==> src/sv/tcsnk_pkg.sv <==
// Package for the Type-C try-sink role controller.
// Holds role codes, register indexes, reset values and the shared state types.
`default_nettype none
package tcsnk_pkg;

  localparam int TimerBits = 12;

  localparam int RoleW   = 3;
  localparam int HitsW   = 5;
  localparam int CfgIdxW = 3;
  localparam int CfgW    = 12;

  localparam logic [RoleW-1:0] S_IDLE  = 3'd0;
  localparam logic [RoleW-1:0] S_UNSNK = 3'd1;
  localparam logic [RoleW-1:0] S_AWSNK = 3'd2;
  localparam logic [RoleW-1:0] S_ATSNK = 3'd3;
  localparam logic [RoleW-1:0] S_UNSRC = 3'd4;
  localparam logic [RoleW-1:0] S_ATSRC = 3'd5;

  localparam logic [CfgIdxW-1:0] REG_DEBOUNCE_LIMIT = 3'd0;
  localparam logic [CfgIdxW-1:0] REG_POWER_ON_TICKS = 3'd1;
  localparam logic [CfgIdxW-1:0] REG_TRY_SINK_TICKS = 3'd2;
  localparam logic [CfgIdxW-1:0] REG_WAIT_SINK_TICKS = 3'd3;
  localparam logic [CfgIdxW-1:0] REG_SINK_TO_SRC_TICKS = 3'd4;

  localparam logic [4:0]  RST_DEBOUNCE_LIMIT    = 5'd15;
  localparam logic [7:0]  RST_POWER_ON_TICKS    = 8'd4;
  localparam logic [11:0] RST_TRY_SINK_TICKS    = 12'd1000;
  localparam logic [11:0] RST_WAIT_SINK_TICKS   = 12'd400;
  localparam logic [11:0] RST_SINK_TO_SRC_TICKS = 12'd2000;

  typedef logic [TimerBits-1:0] timer_t;

  typedef struct packed {
    logic [4:0]  debounce_limit;
    logic [7:0]  power_on_ticks;
    logic [11:0] try_sink_ticks;
    logic [11:0] wait_sink_ticks;
    logic [11:0] sink_to_src_ticks;
  } cfg_t;

  typedef struct packed {
    logic [RoleW-1:0]         role;
    timer_t                   timer_left;
    logic                     timer_running;
    logic [1:0][HitsW-1:0]    cc_hits;
    logic                     connected;
    logic                     cc2_flag;
    logic                     tried_sink;
    logic                     in_swap;
    logic [1:0]               armed_mask;
    logic                     dir_below;
  } state_t;

  typedef struct packed {
    logic             op;
    logic [1:0]       cmp_channel;
    logic             sink_present;
    logic             swap_done;
    logic             swap_primary;
  } item_t;

  typedef struct packed {
    logic [RoleW-1:0] role_state;
    logic             rd_on;
    logic             rp_on;
    logic [1:0]       cmp_armed;
    logic             cmp_below;
    logic             cc2_active;
    logic             pd_start;
    logic             stay_awake;
  } result_t;

endpackage
`default_nettype wire

==> src/sv/tcsnk_if.sv <==
// Valid/ready channel interfaces for the role controller input and result beats.
// No dependencies.
`default_nettype none
interface tcsnk_in_if;
  logic       valid;
  logic       ready;
  logic       op;
  logic [1:0] cmp_channel;
  logic       sink_present;
  logic       swap_done;
  logic       swap_primary;

  modport source (output valid, op, cmp_channel, sink_present, swap_done, swap_primary,
                  input ready);
  modport sink (input valid, op, cmp_channel, sink_present, swap_done, swap_primary,
                output ready);
endinterface

interface tcsnk_out_if;
  logic       valid;
  logic       ready;
  logic [2:0] role_state;
  logic       rd_on;
  logic       rp_on;
  logic [1:0] cmp_armed;
  logic       cmp_below;
  logic       cc2_active;
  logic       pd_start;
  logic       stay_awake;

  modport source (output valid, role_state, rd_on, rp_on, cmp_armed, cmp_below,
                  cc2_active, pd_start, stay_awake, input ready);
  modport sink (input valid, role_state, rd_on, rp_on, cmp_armed, cmp_below,
                cc2_active, pd_start, stay_awake, output ready);
endinterface
`default_nettype wire

==> src/sv/tcsnk_cfg_regs.sv <==
// Configuration register file of the role controller.
// Depends on tcsnk_pkg.
`default_nettype none
module tcsnk_cfg_regs
  import tcsnk_pkg::*;
(
  input  wire logic               clk_i,
  input  wire logic               rst_ni,
  input  wire logic               cfg_we_i,
  input  wire logic [CfgIdxW-1:0] cfg_idx_i,
  input  wire logic [CfgW-1:0]    cfg_data_i,
  output cfg_t                    cfg_o
);

  cfg_t cfg_q;

  always_ff @(posedge clk_i or negedge rst_ni) begin
    if (!rst_ni) begin
      cfg_q.debounce_limit    <= RST_DEBOUNCE_LIMIT;
      cfg_q.power_on_ticks    <= RST_POWER_ON_TICKS;
      cfg_q.try_sink_ticks    <= RST_TRY_SINK_TICKS;
      cfg_q.wait_sink_ticks   <= RST_WAIT_SINK_TICKS;
      cfg_q.sink_to_src_ticks <= RST_SINK_TO_SRC_TICKS;
    end else if (cfg_we_i) begin
      case (cfg_idx_i)
        REG_DEBOUNCE_LIMIT:    cfg_q.debounce_limit    <= cfg_data_i[4:0];
        REG_POWER_ON_TICKS:    cfg_q.power_on_ticks    <= cfg_data_i[7:0];
        REG_TRY_SINK_TICKS:    cfg_q.try_sink_ticks    <= cfg_data_i[11:0];
        REG_WAIT_SINK_TICKS:   cfg_q.wait_sink_ticks   <= cfg_data_i[11:0];
        REG_SINK_TO_SRC_TICKS: cfg_q.sink_to_src_ticks <= cfg_data_i[11:0];
        default: ;
      endcase
    end
  end

  assign cfg_o = cfg_q;

endmodule
`default_nettype wire

==> src/sv/tcsnk_step.sv <==
// Next-state and result logic for one beat: timer, role rules, entry actions, debounce.
// Depends on tcsnk_pkg.
`default_nettype none
module tcsnk_step
  import tcsnk_pkg::*;
(
  input  wire state_t  state_i,
  input  wire cfg_t    cfg_i,
  input  wire item_t   item_i,
  output state_t       state_o,
  output result_t      result_o
);

  always_comb begin
    state_t           n;
    logic [RoleW-1:0] nxt;
    logic             expired;
    logic             entered;
    logic             pd;
    logic             idx;
    logic [HitsW-1:0] hits;

    n       = state_i;
    nxt     = state_i.role;
    expired = 1'b0;
    entered = 1'b0;
    pd      = 1'b0;
    idx     = item_i.cmp_channel[0];
    hits    = '0;

    if (item_i.op) begin
      if (item_i.cmp_channel[1]) begin
        hits = HitsW'(state_i.cc_hits[idx] + 1'b1);
        if (hits > cfg_i.debounce_limit) begin
          hits        = '0;
          n.connected = !state_i.connected;
          n.cc2_flag  = idx;
        end
        n.cc_hits[idx]    = hits;
        n.dir_below       = n.connected;
        n.armed_mask[idx] = 1'b1;
      end
    end else begin
      if (state_i.timer_running && (state_i.timer_left != '0)) begin
        n.timer_left = state_i.timer_left - 1'b1;
      end
      expired = state_i.timer_running && (n.timer_left == '0);

      case (state_i.role)
        S_IDLE: begin
          if (expired) begin
            n.timer_running = 1'b0;
            n.armed_mask    = '0;
            nxt             = S_UNSRC;
          end
        end
        S_UNSNK: begin
          n.cc_hits       = '0;
          n.connected     = 1'b0;
          n.dir_below     = 1'b0;
          n.armed_mask    = 2'b11;
          n.timer_left    = TimerBits'(cfg_i.try_sink_ticks);
          n.timer_running = 1'b1;
          nxt             = S_AWSNK;
        end
        S_AWSNK: begin
          if (expired) begin
            n.tried_sink = 1'b1;
            nxt          = S_UNSRC;
          end
          if (state_i.connected) nxt = S_ATSNK;
          if (nxt != S_AWSNK) n.timer_running = 1'b0;
        end
        S_ATSNK: begin
          if (item_i.swap_done) begin
            n.armed_mask = '0;
            nxt          = S_ATSRC;
          end
          if (!state_i.in_swap && item_i.swap_primary) n.in_swap = 1'b1;
          if (!state_i.connected && !n.in_swap) nxt = S_UNSRC;
          if (expired) begin
            n.tried_sink = 1'b1;
            nxt          = S_UNSRC;
          end
          if (nxt != S_ATSNK) n.timer_running = 1'b0;
        end
        S_UNSRC: begin
          if (expired) n.tried_sink = 1'b0;
          if (item_i.sink_present) nxt = n.tried_sink ? S_ATSRC : S_UNSNK;
          if (nxt != S_UNSRC) n.timer_running = 1'b0;
        end
        S_ATSRC: begin
          if (!item_i.sink_present) nxt = S_UNSRC;
        end
        default: ;
      endcase

      if (nxt != state_i.role) begin
        entered = 1'b1;
        n.role  = nxt;
        case (nxt)
          S_ATSNK: begin
            n.timer_left    = TimerBits'(cfg_i.sink_to_src_ticks);
            n.timer_running = 1'b1;
            n.in_swap       = 1'b0;
            pd              = 1'b1;
          end
          S_UNSRC: begin
            n.armed_mask = '0;
            if (n.tried_sink) begin
              n.timer_left    = TimerBits'(cfg_i.wait_sink_ticks);
              n.timer_running = 1'b1;
            end
          end
          S_ATSRC: n.tried_sink = 1'b0;
          default: ;
        endcase
      end
    end

    state_o             = n;
    result_o.role_state = n.role;
    result_o.rd_on      = (n.role == S_UNSNK) || (n.role == S_AWSNK) || (n.role == S_ATSNK);
    result_o.rp_on      = (n.role == S_UNSRC) || (n.role == S_ATSRC);
    result_o.cmp_armed  = n.armed_mask;
    result_o.cmp_below  = n.dir_below;
    result_o.cc2_active = n.cc2_flag;
    result_o.pd_start   = pd;
    result_o.stay_awake = entered || (n.role < S_UNSRC);
  end

endmodule
`default_nettype wire

==> src/sv/typec_try_sink_role_fsm.sv <==
// Type-C dual-role port controller with try-sink; top level.
// Each accepted input beat has its result registered in the output register.
// Throughput: one beat per cycle unless out_o stalls; role step: one pass state to state.
// Reset: idle role, timer loaded with the power-on count and running, config at defaults.
// Depends on tcsnk_pkg, tcsnk_if, tcsnk_cfg_regs and tcsnk_step.
`default_nettype none
module typec_try_sink_role_fsm
  import tcsnk_pkg::*;
(
  input  wire logic               clk_i,
  input  wire logic               rst_ni,
  input  wire logic               cfg_we_i,
  input  wire logic [CfgIdxW-1:0] cfg_idx_i,
  input  wire logic [CfgW-1:0]    cfg_data_i,
  tcsnk_in_if.sink                in_i,
  tcsnk_out_if.source             out_o
);

  cfg_t    cfg;
  state_t  state_q, state_d;
  item_t   item;
  result_t res_d, res_q;
  logic    out_valid_q;
  logic    accept;

  tcsnk_cfg_regs u_cfg (
    .clk_i      (clk_i),
    .rst_ni     (rst_ni),
    .cfg_we_i   (cfg_we_i),
    .cfg_idx_i  (cfg_idx_i),
    .cfg_data_i (cfg_data_i),
    .cfg_o      (cfg)
  );

  assign item.op           = in_i.op;
  assign item.cmp_channel  = in_i.cmp_channel;
  assign item.sink_present = in_i.sink_present;
  assign item.swap_done    = in_i.swap_done;
  assign item.swap_primary = in_i.swap_primary;

  tcsnk_step u_step (
    .state_i  (state_q),
    .cfg_i    (cfg),
    .item_i   (item),
    .state_o  (state_d),
    .result_o (res_d)
  );

  assign in_i.ready = !out_valid_q || out_o.ready;
  assign accept     = in_i.valid && in_i.ready;

  always_ff @(posedge clk_i or negedge rst_ni) begin
    if (!rst_ni) begin
      state_q.role          <= S_IDLE;
      state_q.timer_left    <= TimerBits'(RST_POWER_ON_TICKS);
      state_q.timer_running <= 1'b1;
      state_q.cc_hits       <= '0;
      state_q.connected     <= 1'b0;
      state_q.cc2_flag      <= 1'b0;
      state_q.tried_sink    <= 1'b0;
      state_q.in_swap       <= 1'b0;
      state_q.armed_mask    <= '0;
      state_q.dir_below     <= 1'b0;
      out_valid_q           <= 1'b0;
    end else begin
      if (accept) begin
        state_q     <= state_d;
        out_valid_q <= 1'b1;
      end else if (out_o.ready) begin
        out_valid_q <= 1'b0;
      end
    end
  end

  always_ff @(posedge clk_i) begin
    if (accept) res_q <= res_d;
  end

  assign out_o.valid      = out_valid_q;
  assign out_o.role_state = res_q.role_state;
  assign out_o.rd_on      = res_q.rd_on;
  assign out_o.rp_on      = res_q.rp_on;
  assign out_o.cmp_armed  = res_q.cmp_armed;
  assign out_o.cmp_below  = res_q.cmp_below;
  assign out_o.cc2_active = res_q.cc2_active;
  assign out_o.pd_start   = res_q.pd_start;
  assign out_o.stay_awake = res_q.stay_awake;

endmodule
`default_nettype wire

==> src/flat_wrapper.sv <==
// flat-port wrapper written by rule: the top's interface ports become plain ports
module typec_try_sink_role_fsm_flat import tcsnk_pkg::*;
  (clk_i, rst_ni, cfg_we_i, cfg_idx_i, cfg_data_i, in_i_valid, in_i_op, in_i_cmp_channel, in_i_sink_present, in_i_swap_done, in_i_swap_primary, in_i_ready, out_o_valid, out_o_role_state, out_o_rd_on, out_o_rp_on, out_o_cmp_armed, out_o_cmp_below, out_o_cc2_active, out_o_pd_start, out_o_stay_awake, out_o_ready);
  tcsnk_in_if in_i_i ();
  tcsnk_out_if out_o_i ();
  input  wire logic clk_i;
  input  wire logic rst_ni;
  input  wire logic cfg_we_i;
  input  wire logic [CfgIdxW-1:0] cfg_idx_i;
  input  wire logic [CfgW-1:0] cfg_data_i;
  input wire logic [$bits(in_i_i.valid)-1:0] in_i_valid;
  input wire logic [$bits(in_i_i.op)-1:0] in_i_op;
  input wire logic [$bits(in_i_i.cmp_channel)-1:0] in_i_cmp_channel;
  input wire logic [$bits(in_i_i.sink_present)-1:0] in_i_sink_present;
  input wire logic [$bits(in_i_i.swap_done)-1:0] in_i_swap_done;
  input wire logic [$bits(in_i_i.swap_primary)-1:0] in_i_swap_primary;
  output wire logic [$bits(in_i_i.ready)-1:0] in_i_ready;
  output wire logic [$bits(out_o_i.valid)-1:0] out_o_valid;
  output wire logic [$bits(out_o_i.role_state)-1:0] out_o_role_state;
  output wire logic [$bits(out_o_i.rd_on)-1:0] out_o_rd_on;
  output wire logic [$bits(out_o_i.rp_on)-1:0] out_o_rp_on;
  output wire logic [$bits(out_o_i.cmp_armed)-1:0] out_o_cmp_armed;
  output wire logic [$bits(out_o_i.cmp_below)-1:0] out_o_cmp_below;
  output wire logic [$bits(out_o_i.cc2_active)-1:0] out_o_cc2_active;
  output wire logic [$bits(out_o_i.pd_start)-1:0] out_o_pd_start;
  output wire logic [$bits(out_o_i.stay_awake)-1:0] out_o_stay_awake;
  input wire logic [$bits(out_o_i.ready)-1:0] out_o_ready;
  assign in_i_i.valid = in_i_valid;
  assign in_i_i.op = in_i_op;
  assign in_i_i.cmp_channel = in_i_cmp_channel;
  assign in_i_i.sink_present = in_i_sink_present;
  assign in_i_i.swap_done = in_i_swap_done;
  assign in_i_i.swap_primary = in_i_swap_primary;
  assign in_i_ready = in_i_i.ready;
  assign out_o_valid = out_o_i.valid;
  assign out_o_role_state = out_o_i.role_state;
  assign out_o_rd_on = out_o_i.rd_on;
  assign out_o_rp_on = out_o_i.rp_on;
  assign out_o_cmp_armed = out_o_i.cmp_armed;
  assign out_o_cmp_below = out_o_i.cmp_below;
  assign out_o_cc2_active = out_o_i.cc2_active;
  assign out_o_pd_start = out_o_i.pd_start;
  assign out_o_stay_awake = out_o_i.stay_awake;
  assign out_o_i.ready = out_o_ready;
  typec_try_sink_role_fsm u_core (.clk_i(clk_i), .rst_ni(rst_ni), .cfg_we_i(cfg_we_i), .cfg_idx_i(cfg_idx_i), .cfg_data_i(cfg_data_i), .in_i(in_i_i), .out_o(out_o_i));
endmodule
==> config.mk <==
export PLATFORM = sky130hd
export DESIGN_NAME = typec_try_sink_role_fsm_flat
export DESIGN_NICKNAME = d
export VERILOG_FILES = /design/src/sv/tcsnk_pkg.sv /design/src/sv/tcsnk_if.sv /design/src/sv/tcsnk_cfg_regs.sv /design/src/sv/tcsnk_step.sv /design/src/sv/typec_try_sink_role_fsm.sv /design/src/flat_wrapper.sv
export SDC_FILE = /design/constraint.sdc
export NUM_CORES = 1
export LEC_CHECK = 0
export ABC_CLOCK_PERIOD_IN_PS = 10550
export BUFFER_PORTS_ARGS = -buffer_cell sky130_fd_sc_hd__buf_4
export CORE_ASPECT_RATIO = 0.6
export CORE_MARGIN = 2
export CORE_UTILIZATION = 50
export DETAILED_ROUTE_END_ITERATION = 8
export GPL_TIMING_DRIVEN = 0
export PLACE_DENSITY = 0.68
export RECOVER_POWER = 50
export SKIP_CTS_REPAIR_TIMING = 1
export SLEW_MARGIN = 25
export SYNTH_ARGS = -nofsm -noshare
export SYNTH_HDL_FRONTEND = slang
export SYNTH_SLANG_ARGS = --single-unit
==> constraint.sdc <==
create_clock -name clk_i -period 10.55 [get_ports clk_i]
set_input_delay 1.5825 -clock clk_i [delete_from_list [all_inputs] [get_ports clk_i]]
set_output_delay 1.5825 -clock clk_i [all_outputs]
set_load 0.02 [all_outputs]
==> results by group, run 1 <==
Run status
  – Status: complete, but fails checks
  – Failing checks: max-capacitance violations, max-slew violations

Clock network
  – CTS Buf Count: 9
  – CTS tree: built
  – Worst-skew pair later-pin latency: 350 ps
  – Clk pin slew, worst setup/hold paths: 60 ps
  – Htree depth: 3
  – Clock buffer depth: 2
  – CTS root buf: clkbuf_16
  – Num Clock Sinks: 86

Route
  – Drt via density: 6.10
  – Metal2 WL: around 5200 µm
  – ANT nets after route: 0
  – Total number of vias: between 4000 and 5000
  – Final WL: 13000 µm
  – Met3 wire length: 1130 µm
  – Router iterations before antenna repair: 5
  – Top sig layer: met4
  – DRC viols: 0
  – Met1 wire length: 6550 µm
  – Wire per inst: 19.0 µm
  – Initial DRC count: roughly 370

Setup path
  – Slowest cell on crit path: clkbuf_1
  – R2r setup slk: 6450 ps
  – Critical-path cell list: clkbuf_1
  – Crit end category: asynchronous set/reset pin
  – Max incr delay on CP: roughly 2900 ps
  – Critical path arrival: 4500 ps
  – Max FO, Critical Path: 75
  – RR Startpoint: u_core.state_q[18]$_DFFE_PN0P_
  – CP Data Required Time: 10040 ps
  – Worst path bufs/invs: 1
  – Critical path's top delay family: buffers and inverters
  – Critical path origin: rst_ni
  – CP Launch Type: input pin
  – Setup CP Type: input pin to asynchronous set/reset pin

Global route
  – Global route overflow: 0
  – Initial antenna violation count: 0
  – Number of global-route vias before repair: 3832
  – First-pass GRT wire length: 20700 µm
  – GRT Util Overall: 0.251
  – Largest net degree at the start of global routing: 76

STA
  – Min setup slack post-route: 5540 ps
  – Shortest period the worst path allows: around 5000 ps
  – Peak Freq: 200 MHz
  – Max-slew violation total from the final report: 76
  – Final hold vios: 0
  – Setup tns final: 0 ps
  – Relative slew slack: -1.76
  – Tcrit/Tclk final: 0.475
  – RSZ-0062 raised after global routing: false
  – Setup Skew: 5.77 ps
  – Final setup viols: 0
  – Least-Margin Pin Slew: 4140 ps

Cells and area
  – Layout area overhead: 14.1%
  – Final #Nets: 576
  – Inserted Diodes: 0
  – Share of post-route cells with drive strength above 1: 0.221
  – Finished Layout Cells: just under 700

Floorplan
  – Die height: roughly 80 µm
  – Die Footprint: 10800 µm²
  – Core ar.: 9770 µm²
  – Die Wd: 133 µm
  – Initial Util: 0.509
  – Row count: 28
  – IO Count: 39

Power
  – Leak: 2.37 nW
  – Total power: 0.00157 W
  – Maximum vdd drop: 104 µV
  – Power per cell area: approximately 280 nW/µm²

Worst hold path
  – Hold Path Class: flop to flop
  – Hold path startpoint: u_core.u_cfg.cfg_o[2]$_DFFE_PN0P_

Synthesis
  – Post-synthesis cell area: between 4000 and 5000 µm²
  – Ys Warns: 0
  – Yosys cell types: between 70 and 80
  – Seq/Total Area, Yosys: 0.449
  – Post-synthesis area per instance: 10.0 µm²
  – Mapped Nets: 528
  – Synth Flop Type: dfrtp_1
  – Post-synth EDFFs: 11
  – Post-synth ARST share: 0.872
  – Synthesized flop and latch total: 86
  – Synth Instances: 495

Placement
  – Gp weighted congestion: between 0.9 and 1
  – Post-DP HPWL: 9400 µm
  – Port-buffer cells: 37
  – Worst slack, placed: 6010 ps
  – Dpl cells: 667

Job
  – MaxCap Viol Count: 1
## synth_stat cells, types with 3 or more instances
cell type,n,area [µm²]
o31ai_1,5,37.5
nand3_1,9,45.0
mux2i_1,18,180
nand2b_1,5,31.3
inv_1,20,75.1
o211ai_1,3,22.5
and4_1,3,26.3
o21a_1,4,30.0
or2_0,3,18.8
edfxtp_1,11,330
nor2_1,36,135
dfrtp_1,54,1350
dfstp_2,21,552
mux2_2,42,473
o21ai_1,4,20.0
or3_1,3,18.8
and2_1,5,31.3
a211o_1,8,70.1
a31oi_1,3,18.8
nand4b_1,3,26.3
nor2b_1,5,31.3
o21ai_0,28,140
o221ai_1,3,26.3
a22o_1,14,123
nor3_1,8,40.0
ha_1,7,87.6
buf_2,5,25.0
xnor2_1,6,52.6
nor4_1,3,18.8
nand2_1,51,191
a22oi_1,6,45.0
clkbuf_1,16,60.1
or4_1,4,30.0
buf_1,3,11.3
a21oi_1,24,120
## layout by cell type, fill, tap and decap left out, types with 6 or more instances in the layout
cell type,count
a211o_1,8
a21oi_1,24
a22o_1,14
a22oi_1,6
buf_4,25
clkbuf_1,28
clkbuf_16,9
dfrtp_1,54
dfstp_2,21
edfxtp_1,11
ha_1,7
inv_1,20
mux2_2,42
mux2i_1,18
nand2_1,51
nand3_1,9
nor2_1,36
nor3_1,8
o21ai_0,28
xnor2_1,6
## final timing paths
path / to / cells after the start
max: u_core.state_q[26]$_DFFE_PN0P_ / 1
min: u_core.state_q[20]$_DFFE_PN1P_ / 1
max reg2reg: u_core.state_q[23]$_DFFE_PN0P_ / 12
min reg2reg: u_core.state_q[20]$_DFFE_PN1P_ / 1
max in group clk_i: u_core.state_q[11]$_DFFE_PN0P_ / 12
min in group asynchronous: u_core.state_q[9]$_DFFE_PN0P_ / 1
## per-stage QoR
step / cell area, µm² / util / hold WS (ps)
2_1_floorplan: 4970 / - / 455
3_3_place_gp: 5420 / 0.554 / 473
3_5_place_dp: 5430 / 0.555 / 482
4_1_cts: 5720 / 0.585 / 496
5_1_grt: 5670 / 0.581 / 515
6_report: 5670 / 0.581 / 498
## flip-flops by register name, indices dropped and copies added (netlist names)
register	cells
u_core.out_o.stay_awake	1
u_core.out_o.cmp_armed	2
u_core.u_cfg.cfg_o	41
u_core.out_o.rd_on	1
u_core.state_q	33
u_core.out_o.cc2_active	1
u_core.out_o.rp_on	1
u_core.out_o.pd_start	1
u_core.out_o.cmp_below	1
u_core.out_o.role_state	3
u_core.out_o.valid	1
## power by group
part	internal (W)	switching, W
combinational	0.000290	0.000445
clock	0.000181	0.000136
sequential	0.000445	0.0000769
total	0.000916	0.000658
## final cells by class
cell class | count | area (µm²)
clock inverter | 3 | 26.3
fill | 863 | 4100
inverter | 23 | 86.3
buffer | 25 | 108
sequential | 86 | 2230
clock buffer | 13 | 270
tap | 135 | 169
timing repair buffer | 37 | 236
multi-input combinational | 361 | 2540
## logic make-up after synthesis
kind of cell | count (synthesis) | share of synthesized area
AND/OR/NAND/NOR | 157 | 0.162
AO/OA/AOI/OAI | 127 | 0.182
flip-flops | 86 | 0.449
multiplexers | 62 | 0.136
buffers and inverters | 48 | 0.0390
XOR/XNOR | 8 | 0.0141
adder cells (fa/ha/maj) | 7 | 0.0176
## per-layer routing
| layer | global-route usage | vias up |
|---|---|---|
| met5 | 0 | - |
| met4 | 0.0602 | 0 |
| met3 | 0.0743 | 23 |
| met2 | 0.347 | 190 |
| met1 | 0.381 | 2041 |
| li1 | - | 1911 |
(Power assumes the default switching activity.)
==> inputs of run 2 (changes only) <==
- ABC_CLOCK_PERIOD_IN_PS: 10550 -> 4300
- PLACE_DENSITY: 0.68 -> 0.71
- clock period: 10.55 -> 4.3 ns (I/O delays scaled with it)
==> results by group, run 2 (synthesis results as in run 1) <==
STA
  – Max-slew violation total from the final report: 76
  – Setup Skew: just over 9 ps
  – Final hold vios: 0
  – Tcrit/Tclk final: 0.949
  – Relative slew slack: -1.22
  – Least-Margin Pin Slew: 3330 ps
  – Peak Freq: 245 MHz
  – Shortest period the worst path allows: a little over 4000 ps
  – Final setup viols: 0
  – RSZ-0062 raised after global routing: false
  – Setup tns final: 0 ps

Power
  – Clock power share: 0.191
  – Leak: 2.37 nW
  – Sequential power share: 0.337
  – Power per cell area: approximately 670 nW/µm²
  – P_int: 0.00220 W
  – Total power: 0.00381 W
  – Comb power frac: 0.473
  – P_sw: between 0.0015 and 0.002 W
  – Maximum vdd drop: about 250 µV
  – Sw Ratio: 0.423

Global route
  – Global route overflow: 0
  – Number of global-route vias before repair: 3804
  – GRT Util Overall: 0.247
  – Initial antenna violation count: 0
  – Largest net degree at the start of global routing: 76
  – First-pass GRT wire length: 20500 µm

Placement
  – Port-buffer cells: 37
  – Post-DP HPWL: 9370 µm
  – Gp weighted congestion: 0.932

Clock network
  – Clock buffer depth: 2
  – CTS root buf: clkbuf_16
  – Num Clock Sinks: 86
  – Clk pin slew, worst setup/hold paths: 70 ps
  – Worst-skew pair later-pin latency: between 300 and 400 ps
  – CTS Buf Count: 9
  – Htree depth: 3
  – CTS tree: built

Setup path
  – Slowest cell on crit path: or3b_2
  – Critical path origin: u_core.state_q[18]$_DFFE_PN0P_
  – RR Endpoint: u_core.state_q[23]$_DFFE_PN0P_
  – Crit end category: flop
  – CP Data Required Time: 4530 ps
  – CP Launch Type: flop
  – Critical path's top delay family: simple AND/OR/NAND/NOR gates
  – Setup CP Type: flop to flop
  – CP endpoint: u_core.state_q[23]$_DFFE_PN0P_
  – RR Startpoint: u_core.state_q[18]$_DFFE_PN0P_
  – Worst R2R Path Depth: 12
  – Max incr delay on CP: 510 ps
  – Stages on the worst setup path: 12
  – Max FO, Critical Path: 10
  – Worst path bufs/invs: 2
  – R2r setup slk: approximately 220 ps
  – Critical-path cell list: inv_1 > ha_1 > or3b_2 > or3_4 > a21oi_2 > nand4_1 > or2_1 > o221ai_2 > buf_2 > mux2i_1 > nor2_1 > a211o_1
  – Critical path arrival: 4310 ps

Floorplan
  – Die Footprint: 10800 µm²
  – Core ar.: 9770 µm²
  – Initial Util: 0.509
  – Die Wd: 133 µm
  – Die height: just over 80 µm
  – Row count: 28
  – IO Count: 39

Route
  – ANT nets after route: 0
  – Total number of vias: 4172
  – Initial DRC count: 400
  – DRC viols: 0
  – Router iterations before antenna repair: 7
  – Drt via density: between 6 and 7
  – Final WL: 12800 µm
  – Wire per inst: roughly 19 µm

Run status
  – Status: complete, but fails checks
  – Failing checks: max-capacitance violations, max-slew violations

Cells and area
  – Share of post-route cells with drive strength above 1: 0.223
  – Inserted Diodes: 0
  – Area occupied by multi-input gates: between 2000 and 3000 µm²
  – Fill count: 870
  – Final #Nets: 576
  – Layout area overhead: 13.8%
  – Most common cell after layout, fill and taps aside: dfrtp_1
  – Commonest cells after routing, fill and taps aside: dfrtp_1 (54), nand2_1 (51), mux2_2 (42), nor2_1 (36), o21ai_0 (28)
  – Register Area: ~2200 µm²
  – Largest register FFs: 41

Job
  – MaxCap Viol Count: 1

Worst hold path
  – Hold Path Class: flop to flop
==> run 2: cell types whose count changed in the layout (fill, tap and decap cells not counted) <==
cell,change
clkbuf_8,-3
clkinv_2,+3
clkdlybuf4s15_1,+1
inv_4,+1
clkbuf_1,-2
==> run 2: final cells by class <==
type	count	area share
Multi-Input combinational cell	361	0.450
Sequential cell	86	0.395
Timing Repair Buffer	37	0.0429
Clock buffer	9	0.0398
Tap cell	135	0.0299
Buffer	25	0.0190
Inverter	23	0.0153
Clock inverter	7	0.00841
==> run 2: power groups by stage <==
stage | sequential (W) | combinational [W] | clock (W)
after floorplan | 0.00125 | 0.00131 | 0
after global placement | 0.00128 | 0.00174 | 0
after detailed placement | 0.00128 | 0.00176 | 0
after CTS | 0.00127 | 0.00177 | 0.000733
after global routing | 0.00131 | 0.00198 | 0.000764
final | 0.00128 | 0.00180 | 0.000726
==> run 2: worst min-delay path by stage <==
stage,from,end,cells past startpoint
floorplan,rst_ni,u_core.out_o.valid$_DFFE_PN0P_,0
global route,u_core.u_cfg.cfg_o[2]$_DFFE_PN0P_,u_core.state_q[20]$_DFFE_PN1P_,1
detailed placement,u_core.u_cfg.cfg_o[2]$_DFFE_PN0P_,u_core.state_q[20]$_DFFE_PN1P_,1
finish,u_core.u_cfg.cfg_o[2]$_DFFE_PN0P_,u_core.state_q[20]$_DFFE_PN1P_,1
CTS,rst_ni,u_core.state_q[15]$_DFFE_PN0P_,1
global placement,u_core.state_q[13]$_DFFE_PN0P_,u_core.state_q[13]$_DFFE_PN0P_,1
==> run 2: metrics by stage <==
step | area (µm²) | utilization | setup WS [ps] | cells | hold WS (ps)
3_5_place_dp | 5430 | 0.555 | 324 | 667 | 477
4_1_cts | 5700 | 0.583 | 322 | 683 | 492
5_1_grt | 5660 | 0.579 | 9.90 | 683 | 502
6_report | 5660 | 0.579 | 221 | 683 | 491
2_1_floorplan | 4970 | - | 924 | 495 | 349
3_3_place_gp | 5420 | 0.554 | 332 | 667 | 473
==> run 2: worst reg2reg max path, cell delays in order, from the launching register on <==
cell and delay (ps):
dfrtp_1 450, inv_1 120, ha_1 250, or3b_2 510, or3_4 370, a21oi_2 300
nand4_1 230, or2_1 340, o221ai_2 410, buf_2 410, mux2i_1 240, nor2_1 50
a211o_1 270
==> run 2: layer usage <==
layer,track usage,vias up,part of all wire
met5,0,-,0
met4,0.0505,0,0.0082
met3,0.0655,13,0.094
met2,0.338,205,0.41
met1,0.384,2044,0.49
li1,-,1910,-
